## src/rtl/gti_mul.sv

```systemverilog
// ----------------------------------------------------------------------------
// gti_mul
// Shared signed 33 x 33 multiplier with a registered product. Serves both the
// coordinate mapping and every blend step.
// ----------------------------------------------------------------------------
module gti_mul (
    input  logic                i_clk,
    input  logic signed [32:0]  i_op_a,
    input  logic signed [32:0]  i_op_b,
    output logic signed [65:0]  o_prod
);

    logic signed [65:0] r_prod;

    // One product per cycle, registered.
    always_ff @(posedge i_clk) begin
        r_prod <= i_op_a * i_op_b;
    end

    assign o_prod = r_prod;

endmodule

```

## config.mk

```make
export PLATFORM = sky130hd
export DESIGN_NAME = gti_mul
export DESIGN_NICKNAME = d
export VERILOG_FILES = /design/src/rtl/gti_mul.sv
export SDC_FILE = /design/constraint.sdc
export NUM_CORES = 2
export LEC_CHECK = 0
export BUFFER_PORTS_ARGS = -buffer_cell sky130_fd_sc_hd__buf_2
export CAP_MARGIN = 15
export CORE_ASPECT_RATIO = 1.1
export CORE_UTILIZATION = 50
export DETAILED_ROUTE_END_ITERATION = 10
export PLACE_DENSITY_LB_ADDON = 0.12
export SKIP_LAST_GASP = 1
export SYNTH_ARGS = -nofsm -noshare
export SYNTH_HDL_FRONTEND = slang
export SYNTH_SLANG_ARGS = --single-unit
```

## constraint.sdc

```tcl
create_clock -name i_clk -period 16.4 [get_ports i_clk]
set_input_delay 2.46 -clock i_clk [delete_from_list [all_inputs] [get_ports i_clk]]
set_output_delay 2.46 -clock i_clk [all_outputs]
set_load 0.1 [all_outputs]
```

==> summary.txt <==
Floorplan
  – I/O pin count: 133
  – Die Y: 301.4 µm
  – FP Rows: 109
  – Initial core utilization: 50.62%
  – Die W: 274.1 µm
  – Core box area: 80460 µm²
  – Die area: 82620 µm²

Worst setup path
  – Buf+Inv Stages, Crit Path: 6
  – Setup CP Type: in -> reg
  – Crit-path max FO: 33
  – CP Cell Sequence: buf_2 > nand2_1 > inv_1 > fa_1 > fa_1 > inv_1 > fa_1 > inv_1 > fa_1 > fa_1 > fa_1 > fa_1 > inv_1 > fa_1 > inv_1 > ha_1 > and3_1 > nand3_1 > nand2b_1 > a2111oi_4 > a211oi_4 > a21o_2 > a21o_1 > a211oi_2
  – Slowest stage delay, CP: 1.17 ns
  – CP dominant cell by count: fa_1
  – Top delay family on crit path: adder cells
  – Slowest stage cell, crit path: fa_1
  – Setup crit end kind: register
  – Startpoint Class: input pin
  – Worst endpoint data arrival time: 10.49 ns
  – WP data required: 16.68 ns

Detailed routing
  – 1st-pass router iterations: 9
  – Vias per cell: 5.268
  – Final wirelength: 112100 µm
  – Via count: 28100
  – Post-route DRC: 36
  – WL per Instance: 21.02 µm
  – Antenna viol nets, final: 0
  – Iter 0 DRT Violations: 1359

Synthesis
  – Top cells by area, synth: fa_1 (56%), inv_1 (10%), and2_1 (8.6%)
  – Syn Area/Cell: 9.390 µm²
  – Synth cell types: 80
  – Top_reg_cell synth: dfxtp_1
  – Post-synthesis cell area: 40730 µm²
  – Commonest cells in the netlist: fa_1 (1145), inv_1 (1131), and2_1 (562)
  – Most common cell in the netlist: fa_1
  – Syn. warnings: 0
  – Share of the synthesized area in the top cell type: 56.27%
  – Yosys top cell by area: fa_1
  – Post-synthesis async set-or-reset flop share: 0%
  – Sequential share of the synthesized area: 3.244%
  – Mapped Nets: 5767
  – Synth Register Bits: 66
  – EDFF count, synth: 0
  – Mapped Cells: 4338

Place
  – Placed Area: 41920 µm²
  – Input/output buffers: 132
  – DPL Wire Length: 93370 µm
  – Placed Cells: 5310
  – Final GP Congestion: 0.9137

Global route
  – Vias in the first global route: 30560
  – Largest net degree at the start of global routing: 34
  – First-pass GRT wire length: 176100 µm
  – Grt ovf: 0
  – GRT Util Overall: 28.63%
  – Initial antenna violation count: 7

Run status
  – Failing checks: DRC
  – Outcome: complete, but fails checks

Worst hold path
  – Hold/Removal Path Class: in -> reg

Clocking
  – Root buf cell: clkbuf_16
  – CTS buffer count: 9
  – Clk buf depth: 2
  – CTS H-Tree Depth: 3
  – Cts repair resizes: 0
  – CTS clock-pin slew for the worst setup and hold paths: 0.08 ns
  – Clock Sinks: 66
  – Hold Buf Count CTS: 0
  – Postcts setup bufs: 0
  – CTS tree: built

Timing
  – Max Fclk: 97.92 MHz
  – WHS: 2.664 ns
  – Slew Limit Fails: 0
  – Final Hold Fails: 0
  – Fin crit share: 62.27%
  – RSZ-0062 raised after global routing: no
  – Min Tclk post-route: 10.21 ns
  – Rel. slew slack: 28.36%
  – Endpoints failing setup: 0
  – Slew @ Worst Pin: 1.071 ns
  – Setup_tns: 0 ns

Final layout
  – Fillcell total: 7676
  – FF/Latch Area: 1321 µm²
  – Area of the multi-input gates: 34320 µm²
  – Final Non-Filler Cells: 5333
  – Max reg flops: 66
  – # nets final: 5697
  – Fin area: 42310 µm²
  – Area grow syn2layout: 3.867%
  – Layout cell share with drive strength beyond 1: 4.517%

Flow run
  – Max Cap Viol: 0
[stage by stage]
stage	setup slack, ns	utilization (%)
2_1_floorplan	6.704	-
5_1_grt	5.746	52.58
4_1_cts	6.231	52.53
6_report	6.187	52.58
3_3_place_gp	5.961	52.09
3_5_place_dp	5.857	52.09
[final cells by class]
type | instances | area share [%]
multi-input cells | 2920 | 81.11
inverters | 1131 | 10.03
flip-flops and latches | 66 | 3.123
well taps | 1054 | 3.117
repair buffers | 140 | 1.751
clock buffers | 10 | 0.5648
clock inverters | 6 | 0.2662
diodes | 6 | 0.03549
[placed cells by master (no fill, tap or decap), drive strengths merged, types with 25 or more instances in the layout]
master	n
fa	1145
inv	1132
and2	563
nand2	551
ha	217
buf	140
nor2	68
dfxtp	66
a21oi	61
xnor2	43
a21o	38
o21ai	33
nand3	26
xor2	25
[cell families after synthesis]
group                      count (synthesis)  share of synthesized area (%)
adders and majority gates               1362                          62.94
buffers and inverters                   1352                          12.51
and+or+nand+nor                         1271                          15.78
AOI/OAI and AO/OA                        219                          4.067
xor gates and xnor gates                  68                          1.462
DFF                                       66                          3.244
[final timing paths]
check                    end  slack, ns  cells after the start      start
hold / removal     o_prod[0]       2.66                      2  i_op_b[0]
setup / recovery  o_prod[62]       6.19                     24  i_op_b[6]
[per-layer routing]
metal | wire [µm] | track usage [%] | vias to the layer above
li1 | - | - | 12180
met5 | 0 | 0 | -
met4 | 7142 | 16.30 | 0
met2 | 60870 | 52.05 | 658
met1 | 40350 | 32.85 | 15040
met3 | 3726 | 2.651 | 214
Power is not shown: default switching activity piles up to over one toggle a cycle in this logic, so the estimate is an artifact.
